## config.mk

```make
export PLATFORM = sky130hd
export DESIGN_NAME = lru_key_value_cache_top_flat
export DESIGN_NICKNAME = d
export VERILOG_FILES = /design/src/sv/lrukv_pkg.sv /design/src/sv/lrukv_req_if.sv /design/src/sv/lrukv_rsp_if.sv /design/src/sv/lrukv_ram.sv /design/src/sv/lru_key_value_cache_top.sv /design/src/flat_wrapper.sv
export SDC_FILE = /design/constraint.sdc
export NUM_CORES = 1
export LEC_CHECK = 0
export ABC_AREA = 1
export BUFFER_PORTS_ARGS = -buffer_cell sky130_fd_sc_hd__buf_2
export CAP_MARGIN = 0
export CORE_ASPECT_RATIO = 0.5
export CORE_MARGIN = 1
export CORE_UTILIZATION = 50
export DETAILED_ROUTE_END_ITERATION = 8
export GPL_TIMING_DRIVEN = 0
export HOLD_SLACK_MARGIN = 0.1
export PLACE_DENSITY = 0.62
export SETUP_SLACK_MARGIN = 0.02
export SKIP_CTS_REPAIR_TIMING = 1
export SYNTH_ARGS = -nofsm -noshare
export SYNTH_HDL_FRONTEND = slang
export SYNTH_SLANG_ARGS = --single-unit
```

## constraint.sdc

```tcl
create_clock -name clk -period 5 [get_ports clk]
set_clock_uncertainty 0.15 [all_clocks]
set_input_delay 1.5 -clock clk [delete_from_list [all_inputs] [get_ports clk]]
set_output_delay 1.5 -clock clk [all_outputs]
set_load 0.01 [all_outputs]
```

## src/sv/lrukv_pkg.sv

```systemverilog
// ----------------------------------------------------------------------------
// lrukv_pkg: shared types and constants for the LRU key/value cache
// Field widths, operation codes, reset values and the sequencer states.
// ----------------------------------------------------------------------------
`default_nettype none

package lrukv_pkg;

  localparam int KEY_W           = 32;
  localparam int VALUE_W         = 31;
  localparam int RDATA_W         = 32;
  localparam int CAP_W           = 5;
  localparam int MAX_ENTRIES_DEF = 16;

  localparam logic [CAP_W-1:0] CAP_RESET = CAP_W'(16);

  // request operation codes
  localparam logic ACT_GET = 1'b0;
  localparam logic ACT_SET = 1'b1;

  typedef enum logic [1:0] {
    ST_IDLE,
    ST_SCAN,
    ST_UPDATE,
    ST_FINISH
  } state_t;

endpackage

`default_nettype wire

```

## src/sv/lrukv_req_if.sv

```systemverilog
// ----------------------------------------------------------------------------
// lrukv_req_if: request channel of the LRU key/value cache
// Valid/ready handshake carrying one get or set request.
// ----------------------------------------------------------------------------
`default_nettype none

interface lrukv_req_if;
  import lrukv_pkg::*;

  logic                      valid;
  logic                      ready;
  logic                      action;
  logic signed [KEY_W-1:0]   key;
  logic        [VALUE_W-1:0] value;

  modport source (output valid, action, key, value, input ready);
  modport sink   (input valid, action, key, value, output ready);
endinterface

`default_nettype wire

```

## src/sv/lrukv_rsp_if.sv

```systemverilog
// ----------------------------------------------------------------------------
// lrukv_rsp_if: response channel of the LRU key/value cache
// Valid/ready handshake carrying the hit flag and the read value.
// ----------------------------------------------------------------------------
`default_nettype none

interface lrukv_rsp_if;
  import lrukv_pkg::*;

  logic                      valid;
  logic                      ready;
  logic                      hit;
  logic signed [RDATA_W-1:0] read_value;

  modport source (output valid, hit, read_value, input ready);
  modport sink   (input valid, hit, read_value, output ready);
endinterface

`default_nettype wire

```

## src/sv/lrukv_ram.sv

```systemverilog
// ----------------------------------------------------------------------------
// lrukv_ram: simple dual-port RAM
// One write port, one read port with registered read data.
// ----------------------------------------------------------------------------
`default_nettype none

module lrukv_ram #(
  parameter int WIDTH = 32,
  parameter int DEPTH = 16,
  parameter int AW    = (DEPTH > 1) ? $clog2(DEPTH) : 1
) (
  input  wire logic             clk,
  input  wire logic             we,
  input  wire logic [AW-1:0]    waddr,
  input  wire logic [WIDTH-1:0] wdata,
  input  wire logic [AW-1:0]    raddr,
  output logic      [WIDTH-1:0] rdata
);

  logic [WIDTH-1:0] mem [DEPTH];

  always_ff @(posedge clk) begin
    if (we) begin
      mem[waddr] <= wdata;
    end
  end

  always_ff @(posedge clk) begin
    rdata <= mem[raddr];
  end

endmodule

`default_nettype wire

```

## src/sv/lru_key_value_cache_top.sv

```systemverilog
// ----------------------------------------------------------------------------
// lru_key_value_cache_top: fully associative key/value cache, LRU replacement
//
// Channels: req (sink) takes {action, key, value}; action get looks up the
// key, action set inserts or updates it. rsp (source) returns one response
// per request: hit = key was present, read_value = stored value on a get
// hit, -1 otherwise. A request is taken when valid and ready are both high.
// capacity_we/capacity_wdata write the capacity register (0 acts as 1,
// values above MAX_ENTRIES act as MAX_ENTRIES); write it only while idle.
//
// Operation: one sequencer walks the entry RAMs with a single read port.
// A scan pass finds the key match, the least recent entry and the first
// free slot; a rank pass ages entries and makes the target most recent.
// Get misses skip the rank pass. Ready is high only while idle, so a new
// request is taken only once the sequencer has loaded the finished
// response into the output register. That register lets the next request
// be taken while an earlier response still waits. If rsp stalls, the
// sequencer holds the finished response until the register frees up.
// Reset (synchronous, active high) empties the cache, sets capacity to 16.
// ----------------------------------------------------------------------------
`default_nettype none

module lru_key_value_cache_top #(
  parameter int MAX_ENTRIES = lrukv_pkg::MAX_ENTRIES_DEF
) (
  input  wire logic                        clk,
  input  wire logic                        rst,
  lrukv_req_if.sink                        req,
  lrukv_rsp_if.source                      rsp,
  input  wire logic                        capacity_we,
  input  wire logic [lrukv_pkg::CAP_W-1:0] capacity_wdata
);
  import lrukv_pkg::*;

  localparam int IDX_W = (MAX_ENTRIES > 1) ? $clog2(MAX_ENTRIES) : 1;
  localparam int CNT_W = $clog2(MAX_ENTRIES + 1);
  localparam int CMP_W = (CNT_W > CAP_W) ? CNT_W : CAP_W;
  localparam logic [CNT_W-1:0] LAST = CNT_W'(MAX_ENTRIES);

  // sequencer and control state
  state_t                 state, state_next;
  logic [CAP_W-1:0]       capacity;
  logic [MAX_ENTRIES-1:0] valid;          // one flop per entry
  logic [CNT_W-1:0]       valid_count;
  logic [CNT_W-1:0]       cnt;            // RAM walk address, runs to LAST
  logic                   pvld;           // read data in flight is real
  logic [IDX_W-1:0]       pidx;           // entry index of read data
  logic                   rsp_valid;

  // request capture
  logic                   req_action;
  logic [KEY_W-1:0]       req_key;
  logic [VALUE_W-1:0]     req_value;

  // scan results
  logic                   hit;
  logic [IDX_W-1:0]       found_idx;
  logic [IDX_W-1:0]       found_rank;
  logic [VALUE_W-1:0]     found_value;
  logic                   any;
  logic [IDX_W-1:0]       best_idx;
  logic [IDX_W-1:0]       best_rank;
  logic                   free_found;
  logic [IDX_W-1:0]       free_idx;

  // rank pass setup
  logic [IDX_W-1:0]       tgt_idx;
  logic [IDX_W-1:0]       old_rank;
  logic                   age_all;

  // response register
  logic                   rsp_hit;
  logic [RDATA_W-1:0]     rsp_read_value;

  // RAM ports
  logic [KEY_W-1:0]       key_rd;
  logic [VALUE_W-1:0]     value_rd;
  logic [IDX_W-1:0]       rank_rd;
  logic                   key_we, value_we, rank_we;
  logic [IDX_W-1:0]       rank_wdata;
  logic [IDX_W-1:0]       rd_addr;

  // control decode
  logic                   req_ready;
  logic                   rsp_load;
  logic                   scan_done, upd_done;
  logic                   full, fill;
  logic [CMP_W-1:0]       cap_ext, eff_cap;
  logic [IDX_W-1:0]       sel_idx;
  logic                   ent_valid;

  // shared rank comparator: max search in scan, age test in rank pass
  logic [IDX_W-1:0]       cmp_b;
  logic                   cmp_gt, cmp_lt;

  assign cmp_b  = (state == ST_SCAN) ? best_rank : old_rank;
  assign cmp_gt = rank_rd > cmp_b;
  assign cmp_lt = rank_rd < cmp_b;

  // effective capacity: zero counts as one, saturate at MAX_ENTRIES
  assign cap_ext = CMP_W'(capacity);
  always_comb begin
    if (capacity == '0) begin
      eff_cap = CMP_W'(1);
    end else if (cap_ext > CMP_W'(MAX_ENTRIES)) begin
      eff_cap = CMP_W'(MAX_ENTRIES);
    end else begin
      eff_cap = cap_ext;
    end
  end

  assign full      = CMP_W'(valid_count) >= eff_cap;
  assign ent_valid = valid[pidx];
  assign rd_addr   = cnt[IDX_W-1:0];
  assign scan_done = (state == ST_SCAN)   && (cnt == LAST) && !pvld;
  assign upd_done  = (state == ST_UPDATE) && (cnt == LAST) && !pvld;
  // slot a set works on: hit entry, else LRU victim when full, else free slot
  assign sel_idx   = hit ? found_idx : (full ? best_idx : free_idx);
  assign fill      = (req_action == ACT_SET) && !hit && !full;

  // RAM writes: key/value at scan end, ranks during the rank pass
  assign key_we     = scan_done && (req_action == ACT_SET) && !hit;
  assign value_we   = scan_done && (req_action == ACT_SET);
  assign rank_we    = (state == ST_UPDATE) && pvld && ent_valid;
  assign rank_wdata = (pidx == tgt_idx) ? '0 :
                      ((age_all || cmp_lt) ? rank_rd + IDX_W'(1) : rank_rd);

  lrukv_ram #(.WIDTH(KEY_W), .DEPTH(MAX_ENTRIES), .AW(IDX_W)) u_key_ram (
    .clk   (clk),
    .we    (key_we),
    .waddr (sel_idx),
    .wdata (req_key),
    .raddr (rd_addr),
    .rdata (key_rd)
  );

  lrukv_ram #(.WIDTH(VALUE_W), .DEPTH(MAX_ENTRIES), .AW(IDX_W)) u_value_ram (
    .clk   (clk),
    .we    (value_we),
    .waddr (sel_idx),
    .wdata (req_value),
    .raddr (rd_addr),
    .rdata (value_rd)
  );

  lrukv_ram #(.WIDTH(IDX_W), .DEPTH(MAX_ENTRIES), .AW(IDX_W)) u_rank_ram (
    .clk   (clk),
    .we    (rank_we),
    .waddr (pidx),
    .wdata (rank_wdata),
    .raddr (rd_addr),
    .rdata (rank_rd)
  );

  // state register
  always_ff @(posedge clk) begin
    if (rst) begin
      state <= ST_IDLE;
    end else begin
      state <= state_next;
    end
  end

  // next state and strobes
  always_comb begin
    state_next = state;
    req_ready  = 1'b0;
    rsp_load   = 1'b0;
    case (state)
      ST_IDLE: begin
        req_ready = 1'b1;
        if (req.valid) begin
          state_next = ST_SCAN;
        end
      end
      ST_SCAN: begin
        if (scan_done) begin
          // get miss leaves recency untouched
          if (!hit && (req_action == ACT_GET)) begin
            state_next = ST_FINISH;
          end else begin
            state_next = ST_UPDATE;
          end
        end
      end
      ST_UPDATE: begin
        if (upd_done) begin
          state_next = ST_FINISH;
        end
      end
      ST_FINISH: begin
        if (!rsp_valid || rsp.ready) begin
          rsp_load   = 1'b1;
          state_next = ST_IDLE;
        end
      end
      default: begin
        state_next = ST_IDLE;
      end
    endcase
  end

  // control registers
  always_ff @(posedge clk) begin
    if (rst) begin
      capacity    <= CAP_RESET;
      valid       <= '0;
      valid_count <= '0;
      rsp_valid   <= 1'b0;
      cnt         <= '0;
      pvld        <= 1'b0;
    end else begin
      if (capacity_we) begin
        capacity <= capacity_wdata;
      end
      if (rsp_load) begin
        rsp_valid <= 1'b1;
      end else if (rsp.ready) begin
        rsp_valid <= 1'b0;
      end
      if ((state inside {ST_SCAN, ST_UPDATE}) && !scan_done) begin
        if (cnt != LAST) begin
          cnt  <= cnt + CNT_W'(1);
          pvld <= 1'b1;
        end else begin
          pvld <= 1'b0;
        end
        if (upd_done) begin
          cnt <= '0;
        end
      end else begin
        cnt  <= '0;
        pvld <= 1'b0;
      end
      if (scan_done && fill) begin
        valid[free_idx] <= 1'b1;
        valid_count     <= valid_count + CNT_W'(1);
      end
    end
  end

  // datapath registers
  always_ff @(posedge clk) begin
    pidx <= rd_addr;
    if (req.valid && req_ready) begin
      req_action <= req.action;
      req_key    <= req.key;
      req_value  <= req.value;
      hit        <= 1'b0;
      any        <= 1'b0;
      free_found <= 1'b0;
    end
    if (state == ST_SCAN && pvld) begin
      if (ent_valid && (key_rd == req_key) && !hit) begin
        hit         <= 1'b1;
        found_idx   <= pidx;
        found_rank  <= rank_rd;
        found_value <= value_rd;
      end
      if (ent_valid && (!any || cmp_gt)) begin
        any       <= 1'b1;
        best_idx  <= pidx;
        best_rank <= rank_rd;
      end
      if (!ent_valid && !free_found) begin
        free_found <= 1'b1;
        free_idx   <= pidx;
      end
    end
    if (scan_done) begin
      tgt_idx  <= sel_idx;
      old_rank <= found_rank;
      age_all  <= !hit;     // insertion ages every other entry
    end
    if (rsp_load) begin
      rsp_hit        <= hit;
      rsp_read_value <= (hit && (req_action == ACT_GET)) ?
                        {1'b0, found_value} : '1;
    end
  end

  assign req.ready      = req_ready;
  assign rsp.valid      = rsp_valid;
  assign rsp.hit        = rsp_hit;
  assign rsp.read_value = rsp_read_value;

  // fill level never exceeds the entry count
  a_count_bound: assert property (@(posedge clk) disable iff (rst)
    valid_count <= CNT_W'(MAX_ENTRIES))
    else $error("valid_count above MAX_ENTRIES");

  // fill level tracks the valid bits
  a_count_match: assert property (@(posedge clk) disable iff (rst)
    $countones(valid) == int'(valid_count))
    else $error("valid_count out of step with valid bits");

  // a hit always points at a live entry
  a_hit_valid: assert property (@(posedge clk) disable iff (rst)
    (state == ST_FINISH && hit) |-> valid[tgt_idx])
    else $error("hit target entry not valid");

  // rank pass runs only for sets or get hits
  a_update_cause: assert property (@(posedge clk) disable iff (rst)
    (state == ST_UPDATE) |-> (req_action == ACT_SET || hit))
    else $error("rank pass on a get miss");

endmodule

`default_nettype wire

```

## src/flat_wrapper.sv

```systemverilog
// flat-port wrapper written by rule: the top's interface ports become plain ports
module lru_key_value_cache_top_flat import lrukv_pkg::*;
#(
  parameter int MAX_ENTRIES = lrukv_pkg::MAX_ENTRIES_DEF
)
  (clk, rst, capacity_we, capacity_wdata, req_valid, req_action, req_key, req_value, req_ready, rsp_valid, rsp_hit, rsp_read_value, rsp_ready);
  lrukv_req_if req_i ();
  lrukv_rsp_if rsp_i ();
  input  wire logic clk;
  input  wire logic rst;
  input  wire logic capacity_we;
  input  wire logic [lrukv_pkg::CAP_W-1:0] capacity_wdata;
  input wire logic [$bits(req_i.valid)-1:0] req_valid;
  input wire logic [$bits(req_i.action)-1:0] req_action;
  input wire logic [$bits(req_i.key)-1:0] req_key;
  input wire logic [$bits(req_i.value)-1:0] req_value;
  output wire logic [$bits(req_i.ready)-1:0] req_ready;
  output wire logic [$bits(rsp_i.valid)-1:0] rsp_valid;
  output wire logic [$bits(rsp_i.hit)-1:0] rsp_hit;
  output wire logic [$bits(rsp_i.read_value)-1:0] rsp_read_value;
  input wire logic [$bits(rsp_i.ready)-1:0] rsp_ready;
  assign req_i.valid = req_valid;
  assign req_i.action = req_action;
  assign req_i.key = req_key;
  assign req_i.value = req_value;
  assign req_ready = req_i.ready;
  assign rsp_valid = rsp_i.valid;
  assign rsp_hit = rsp_i.hit;
  assign rsp_read_value = rsp_i.read_value;
  assign rsp_i.ready = rsp_ready;
  lru_key_value_cache_top #(.MAX_ENTRIES(MAX_ENTRIES)) u_core (.clk(clk), .rst(rst), .req(req_i), .rsp(rsp_i), .capacity_we(capacity_we), .capacity_wdata(capacity_wdata));
endmodule
```

==> insert_results.sql, run 1 <==
INSERT INTO impl_metrics (metric_group, metric, value, unit) VALUES
('grt', 'antenna_found_initial', '4', ''),
('timing', 'slew-limit-headroom', '5.43', '%'),
('setup_path', 'setup.worst_path.class', 'register to register', ''),
('synth', 'synth.yosys.warnings', '0', ''),
('synth', 'synth_cell_types', '35', ''),
('place', 'placement.setup.worst_slack', '-1.38', 'ns'),
('worst_hold_path', 'min-delay-path-class', 'register to register', ''),
('route', 'via_per_inst', '5.95', ''),
('grt', 'largest_net_degree_at_the_start_of_global_routing', '42', ''),
('cts', 'cts_max_level', '3', ''),
('timing', 'fin_setup_tns', '0', 'ns'),
('synth', 'asyncSetResetFlopFracSynth', '0', '%'),
('cts', 'cts.root.buffer_cell', 'sky130_fd_sc_hd__clkbuf_16', ''),
('route', 'post-route-drc-count', '0', ''),
('setup_path', 'largest_stage_delay_on_the_critical_path', '0.61', 'ns'),
('synth', 'synth.yosys.seq_area_share', '77.2', '%'),
('setup_path', 'timing.critical_path.from_type', 'register', ''),
('cts', 'cts_tree', 'yes', ''),
('setup_path', 'cp_max_stage_cell', 'sky130_fd_sc_hd__clkbuf_2', ''),
('job', 'max_cap_violations', '0', ''),
('pwr', 'static-leakage-power', '0.0191', 'uW'),
('place', 'io_buffers', '107', ''),
('floorplanning', 'top_level_ports', '109', ''),
('floorplanning', 'die_area', '0.103', 'mm2'),
('synth', 'synth_edf_count', '1229', ''),
('pwr', 'power-per-cell-area', '492', 'mW/mm2'),
('finish', 'finish.cell_count_without_fillers', '5565', ''),
('synth', 'synth_register_bits', '1338', ''),
('grt', 'wire_length_of_the_first_global_routing_pass', '203000', 'um'),
('setup_path', 'timing.critical_path.required', '5.29', 'ns'),
('finish', 'finalNetCount', '4208', ''),
('synth', 'synthesis.nets', '3918', ''),
('setup_path', 'worstSetupEndpointType', 'register', ''),
('synth', 'synth_top_flop_cell', 'sky130_fd_sc_hd__edfxtp_1', ''),
('route', 'post_drt_wl_per_cell', '25.0', 'um'),
('setup_path', 'worst_path_dominant_cell_family', 'buffers and inverters', ''),
('synth', 'post_synth_instance_area', '0.0506', 'mm2'),
('timing', 'final.hold.worst_slack', '0.233', 'ns'),
('route', 'detail_route.wirelength', '139000', 'um'),
('route', 'detail_route.iter0.violations', '4580', ''),
('cts', 'insertion_delay_of_the_later_clocked_pin_in_the_worst_skew_pair', '0.75', 'ns'),
('route', 'antenna_left', '0', ''),
('floorplanning', 'core-area', '0.100', 'mm2'),
('finish', 'layout-drive-gt1-share', '10.9', '%'),
('cts', 'cts_made_buffers', '113', ''),
('grt', 'globalRouteOverflowTotal', '0', ''),
('finish', 'num-fill-cells', '7804', ''),
('floorplanning', 'rows', '82', ''),
('setup_path', 'timing.critical_path.fanout_max', '19', ''),
('floorplanning', 'fp.dieH', '227', 'um'),
('setup_path', 'worst_ep_arrival_time', '5.24', 'ns'),
('timing', 'finalMaxSlewViolations', '0', ''),
('synth', 'postSynthAreaPerCell', '13.2', 'um2'),
('synth', 'netlist_instances', '3827', ''),
('timing', 'timing_hold_violations_final', '0', ''),
('finish', 'area.growth.synth_to_final', '15.4', '%'),
('grt', 'first_global_vias', '31500', ''),
('timing', 'period_needed', '4.95', 'ns'),
('cts', 'tritoncts_num_sinks', '1338', ''),
('timing', 'final.setup.worst_slack', '0.0469', 'ns'),
('finish', 'area_of_all_sequential_standard_cells', '0.0391', 'mm2'),
('pwr', 'ir_worst_vdd', '0.355', 'mV'),
('floorplanning', 'die_w', '452', 'um'),
('finish', 'multiInputGateArea', '0.0107', 'mm2'),
('pwr', 'power.total', '28800', 'uW'),
('place', 'detailedPlacementHpwl', '92500', 'um'),
('setup_path', 'critical_path.n_buffers_inverters', '8', ''),
('grt', 'grt_usage', '26.9', '%'),
('status', 'status', 'finished, final reports clean', ''),
('timing', 'report.final.setup_viol', '0', ''),
('route', 'detailedRoute.firstPassIterationCount', '6', ''),
('setup_path', 'path_cells', 'buf_2, clkinvlp_4, clkbuf_2, clkbuf_1, ha_1, nand3_2, nor3_4, buf_12, nand2_1, clkbuf_2, nor2_4, buf_4, buf_12', ''),
('floorplanning', 'initial_core_util', '50.5', '%'),
('place', 'placed_cells_incl_taps', '5318', ''),
('place', 'gpl.final_weighted_congestion', '0.902', ''),
('timing', 'max_slew.worst_pin.slew', '1.42', 'ns'),
('route', 'num_vias', '33100', ''),
('timing', 'max_freq', '0.202', 'GHz'),
('timing', 'period_utilization', '99.1', '%'),
('cts', 'cts.clk_slew.worst_paths', '0.07', 'ns'),
('cts', 'number_of_buffers_on_the_longest_clock_path', '3', '');
metrics by stage:
step	cell area, um2	utilization [%]
3_3_place_gp	52800	52.7
3_5_place_dp	54000	53.9
2_1_floorplan	50600	-
4_1_cts	57900	57.8
5_1_grt	58400	58.3
6_report	58400	58.3
cell type report:
class | instances | share of cell area, %
Inverter | 83 | 0.544
Tap cell | 1344 | 2.88
Clock inverter | 62 | 1.34
Multi-Input combinational cell | 2187 | 18.3
Timing Repair Buffer | 176 | 3.27
Sequential cell | 1338 | 66.9
Antenna cell | 3 | 0.0129
Clock buffer | 154 | 5.34
Buffer | 218 | 1.44
worst register-to-register path: stages (launching register included):
cell and delay, ns:
sky130_fd_sc_hd__dfxtp_1 0.35, sky130_fd_sc_hd__buf_2 0.31, sky130_fd_sc_hd__clkinvlp_4 0.39, sky130_fd_sc_hd__clkbuf_2 0.62, sky130_fd_sc_hd__clkbuf_1 0.47, sky130_fd_sc_hd__ha_1 0.26
sky130_fd_sc_hd__nand3_2 0.21, sky130_fd_sc_hd__nor3_4 0.30, sky130_fd_sc_hd__buf_12 0.15, sky130_fd_sc_hd__nand2_1 0.35, sky130_fd_sc_hd__clkbuf_2 0.49, sky130_fd_sc_hd__nor2_4 0.18
sky130_fd_sc_hd__buf_4 0.20, sky130_fd_sc_hd__buf_12 0.21
cell families after synthesis:
family | count (synthesis) | synth area share, %
flops | 1338 | 77.2
simple gates | 1275 | 10.3
compound gates | 867 | 9.26
buf+inv | 302 | 2.28
xor+xnor | 25 | 0.433
fa+ha+maj | 17 | 0.420
mux | 3 | 0.0593
path summary, 6_finish.rpt:
path	startpoint	to	slack, ns	depth (start not counted)
setup / recovery	u_core.cnt[1]	u_core.u_value_ram.mem[0][12]	0.05	13
hold / removal	u_core.u_value_ram.rdata[8]	u_core.found_value[8]	0.23	0
setup reg to reg	u_core.cnt[1]	u_core.u_value_ram.mem[0][12]	0.05	13
hold reg to reg	u_core.u_value_ram.rdata[8]	u_core.found_value[8]	0.23	0
cells in the mapped netlist, drive strengths merged, types with 2 or more instances:
cell type	number	area [um2]
o21ai	556	2780
nand4	85	532
mux2i	3	30.0
dfxtp	109	2180
xnor2	15	131
nor2	668	2520
nand2b	2	12.5
edfxtp	1229	36900
nor3b	3	22.5
nand3	24	143
inv	81	304
buf	23	106
nand2	430	1610
o22ai	272	1700
a21oi	37	189
ha	17	213
or2	43	269
clkbuf	196	736
clkinv	2	7.51
xor2	10	87.6
and2	2	12.5
nor3	15	86.3
flip-flops by register name, indices dropped and copies added (netlist names), 5 cells and up:
register	count
u_core.u_rank_ram.mem	64
u_core.found_value	31
u_core.rsp.read_value	32
u_core.req_value	31
u_core.valid	16
u_core.u_value_ram.rdata	31
u_core.u_value_ram.mem	496
u_core.req_key	32
u_core.valid_count	5
u_core.u_key_ram.mem	512
u_core.cap_ext	5
u_core.cnt	5
u_core.u_key_ram.rdata	32
cell usage in the layout, fill, tap and decap left out, types with 21 or more instances in the layout:
cell	instances
sky130_fd_sc_hd__inv_1	79
sky130_fd_sc_hd__clkbuf_1	219
sky130_fd_sc_hd__or2_2	43
sky130_fd_sc_hd__edfxtp_1	1229
sky130_fd_sc_hd__buf_12	33
sky130_fd_sc_hd__a21oi_1	35
sky130_fd_sc_hd__o21ai_0	556
sky130_fd_sc_hd__nand2_1	430
sky130_fd_sc_hd__clkbuf_16	113
sky130_fd_sc_hd__nor2_4	34
sky130_fd_sc_hd__buf_2	114
sky130_fd_sc_hd__o22ai_1	272
sky130_fd_sc_hd__buf_16	21
sky130_fd_sc_hd__dfxtp_1	109
sky130_fd_sc_hd__nand4_1	85
sky130_fd_sc_hd__nand3_1	21
sky130_fd_sc_hd__nor2_1	634
where the power goes:
part	total (uW)	switching, uW	internal (uW)	leakage, uW
Combinational	5560	4140	1420	0.00532
Clock	9330	4170	5150	0.00189
Sequential	13900	662	13200	0.0119
layer usage:
layer	part of all wire, %	vias up	wire, um	GRT usage (%)
li1	-	14600	-	-
met1	42	16600	58600	38.5
met2	46	1676	63900	42.1
met3	9.3	242	13000	5.67
met4	2.7	0	3810	7.50
met5	0	-	0	0
(Power assumes the default switching activity.)
==> inputs of run 2 (changes only) <==
--- a/config.mk
+++ b/config.mk
@@ -8,13 +8,15 @@
 export ABC_AREA = 1
 export BUFFER_PORTS_ARGS = -buffer_cell sky130_fd_sc_hd__buf_2
 export CAP_MARGIN = 0
+export CELL_PAD_IN_SITES_DETAIL_PLACEMENT = 1
+export CELL_PAD_IN_SITES_GLOBAL_PLACEMENT = 2
 export CORE_ASPECT_RATIO = 0.5
 export CORE_MARGIN = 1
-export CORE_UTILIZATION = 50
+export CORE_UTILIZATION = 45
 export DETAILED_ROUTE_END_ITERATION = 8
 export GPL_TIMING_DRIVEN = 0
 export HOLD_SLACK_MARGIN = 0.1
-export PLACE_DENSITY = 0.62
+export PLACE_DENSITY = 0.76
 export SETUP_SLACK_MARGIN = 0.02
 export SKIP_CTS_REPAIR_TIMING = 1
 export SYNTH_ARGS = -nofsm -noshare
==> insert_results.sql, run 2 (synthesized netlist as in run 1, its figures left out) <==
INSERT INTO impl_metrics (metric_group, metric, value, unit) VALUES
('finish', 'post-route-cell-area', '0.0586', 'mm2'),
('route', 'via_per_inst', '5.79', ''),
('worst_hold_path', 'min-delay-path-class', 'register to register', ''),
('timing', 'period_utilization', '95.6', '%'),
('finish', 'postLayoutCoreUtil', '52.9', '%'),
('timing', 'slew-limit-headroom', '1.61', '%'),
('cts', 'number_of_buffers_on_the_longest_clock_path', '3', ''),
('finish', 'most_common_library_cell_in_the_layout_ignoring_fill_and_taps', 'sky130_fd_sc_hd__edfxtp_1', ''),
('cts', 'cts.root.buffer_cell', 'sky130_fd_sc_hd__clkbuf_16', ''),
('route', 'detailedRoute.firstPassIterationCount', '5', ''),
('finish', 'num-fill-cells', '11000', ''),
('route', 'post_drt_wl_per_cell', '27.2', 'um'),
('setup_path', 'setup.worst_path.class', 'register to register', ''),
('setup_path', 'timing.critical_path.from_type', 'register', ''),
('status', 'status', 'finished, final reports clean', ''),
('timing', 'finalMaxSlewViolations', '0', ''),
('place', 'placement.setup.worst_slack', '-1.08', 'ns'),
('finish', 'area_of_all_sequential_standard_cells', '0.0391', 'mm2'),
('cts', 'cts_tree', 'yes', ''),
('setup_path', 'worst_path_dominant_cell_family', 'buffers and inverters', ''),
('finish', 'finalNetCount', '4213', ''),
('timing', 'period_needed', '4.78', 'ns'),
('cts', 'insertion_delay_of_the_later_clocked_pin_in_the_worst_skew_pair', '0.74', 'ns'),
('floorplanning', 'core-area', '0.111', 'mm2'),
('finish', 'layout-drive-gt1-share', '11.3', '%'),
('finish', 'area.growth.synth_to_final', '15.8', '%'),
('floorplanning', 'initial_core_util', '45.7', '%'),
('pwr', 'static-leakage-power', '0.0192', 'uW'),
('finish', 'most-common-layout-cells', 'sky130_fd_sc_hd__edfxtp_1, sky130_fd_sc_hd__nor2_1, sky130_fd_sc_hd__o21ai_0', ''),
('finish', 'largest_reg_flops', '512', ''),
('timing', 'max_slew.worst_pin.slew', '1.48', 'ns'),
('setup_path', 'timing.critical_path.fanout_max', '19', ''),
('finish', 'top_register', 'u_core.u_key_ram.mem', ''),
('timing', 'max_freq', '0.209', 'GHz'),
('timing', 'timing_hold_violations_final', '0', ''),
('setup_path', 'worst_ep_arrival_time', '5.07', 'ns'),
('cts', 'cts_made_buffers', '116', ''),
('route', 'num_vias', '33100', ''),
('floorplanning', 'fp.dieH', '239', 'um'),
('floorplanning', 'die_w', '476', 'um'),
('finish', 'reg.largest.list', 'u_core.u_key_ram.mem: 512 flops, u_core.u_value_ram.mem: 496 flops, u_core.u_rank_ram.mem: 64 flops', ''),
('grt', 'grt_usage', '27.0', '%'),
('floorplanning', 'rows', '86', ''),
('floorplanning', 'die_area', '0.114', 'mm2'),
('setup_path', 'worstSetupEndpointType', 'register', ''),
('route', 'detail_route.wirelength', '156000', 'um'),
('grt', 'largest_net_degree_at_the_start_of_global_routing', '37', ''),
('timing', 'final.setup.worst_slack', '0.220', 'ns'),
('place', 'gpl.final_weighted_congestion', '0.838', ''),
('setup_path', 'cp_max_stage_cell', 'sky130_fd_sc_hd__clkinvlp_4', ''),
('place', 'detailedPlacementHpwl', '105000', 'um'),
('setup_path', 'timing.critical_path.required', '5.29', 'ns'),
('grt', 'globalRouteOverflowTotal', '0', ''),
('job', 'max_cap_violations', '0', ''),
('place', 'dpl-instance-area', '0.0542', 'mm2'),
('cts', 'cts_max_level', '3', ''),
('route', 'post-route-drc-count', '0', ''),
('cts', 'tritoncts_num_sinks', '1338', ''),
('cts', 'cts.clk_slew.worst_paths', '0.07', 'ns'),
('setup_path', 'critical_path.n_buffers_inverters', '7', ''),
('timing', 'report.final.setup_viol', '0', ''),
('place', 'io_buffers', '107', ''),
('setup_path', 'path_cells', 'buf_2, clkinvlp_4, buf_8, clkbuf_1, ha_1, nand3_2, nor3_4, nand2_1, clkbuf_2, nor2_4, buf_4, buf_16', ''),
('grt', 'first_global_vias', '34100', ''),
('grt', 'wire_length_of_the_first_global_routing_pass', '225000', 'um'),
('route', 'detail_route.iter0.violations', '3440', ''),
('pwr', 'ir_worst_vdd', '0.298', 'mV'),
('finish', 'multiInputGateArea', '0.0107', 'mm2'),
('setup_path', 'largest_stage_delay_on_the_critical_path', '0.50', 'ns'),
('route', 'antenna_left', '0', ''),
('floorplanning', 'top_level_ports', '109', ''),
('pwr', 'power-per-cell-area', '495', 'mW/mm2'),
('timing', 'unrepaired_setup_endpoints_after_global_routing', 'false', ''),
('grt', 'antenna_found_initial', '9', '');
==> run 2: worst register-to-register path, cell delays in order, from the launching register on <==
cell,delay (ns)
sky130_fd_sc_hd__dfxtp_1,0.33
sky130_fd_sc_hd__buf_2,0.28
sky130_fd_sc_hd__clkinvlp_4,0.50
sky130_fd_sc_hd__buf_8,0.27
sky130_fd_sc_hd__clkbuf_1,0.46
sky130_fd_sc_hd__ha_1,0.27
sky130_fd_sc_hd__nand3_2,0.25
sky130_fd_sc_hd__nor3_4,0.44
sky130_fd_sc_hd__nand2_1,0.45
sky130_fd_sc_hd__clkbuf_2,0.50
sky130_fd_sc_hd__nor2_4,0.17
sky130_fd_sc_hd__buf_4,0.20
sky130_fd_sc_hd__buf_16,0.20
==> run 2: metrics by stage <==
| stage | hold slack [ns] | setup TNS (ns) | total power, uW | std cells |
|---|---|---|---|---|
| 6_report | 0.220 | 0 | 29000 | 5725 |
| 5_1_grt | 0.238 | 0 | 30000 | 5722 |
| 4_1_cts | 0.220 | -639.13 | 29100 | 5691 |
| 3_5_place_dp | 0.214 | -628.91 | 19800 | 5469 |
| 3_3_place_gp | 0.214 | -3029.16 | 19500 | 5430 |
| 2_1_floorplan | 0.200 | 0 | 16900 | 3827 |
==> run 2: final cells by class <==
cell class              count  share of cell area (%)
clock inverters            57                   0.977
diodes                      3                  0.0128
multi-input cells        2187                    18.2
repair buffers            179                    3.25
flip-flops and latches   1338                    66.6
well taps                1496                    3.19
inverters                  83                   0.542
clock buffers             165                    5.77
plain buffers             217                    1.43
==> run 2: report_power, final <==
part	leakage, uW	total [uW]	switching, uW	internal, uW
Clock	0.00197	9430	4200	5240
Combinational	0.00533	5720	4310	1410
Sequential	0.0119	13900	663	13200
Total	0.0192	29000	9170	19900
==> run 2: path summary, 6_finish.rpt <==
| check | startpoint | endpoint | slack [ns] | cells after the start |
|---|---|---|---|---|
| worst max register to register | u_core.cnt[1] | u_core.u_value_ram.mem[7][15] | 0.22 | 12 |
| worst max-delay path | u_core.cnt[1] | u_core.u_value_ram.mem[7][15] | 0.22 | 12 |
| worst min-delay path | u_core.cnt[0] | u_core.pidx[0] | 0.22 | 0 |
| worst min register to register | u_core.cnt[0] | u_core.pidx[0] | 0.22 | 0 |
==> run 2: routing by layer <==
metal / vias to the layer above / global-route usage (%) / wire [um]
met5: - / 0 / 0
met2: 1207 / 42.9 / 72100
met1: 17100 / 38.5 / 69100
met3: 239 / 4.11 / 10300
met4: 0 / 8.55 / 4370
li1: 14600 / - / -
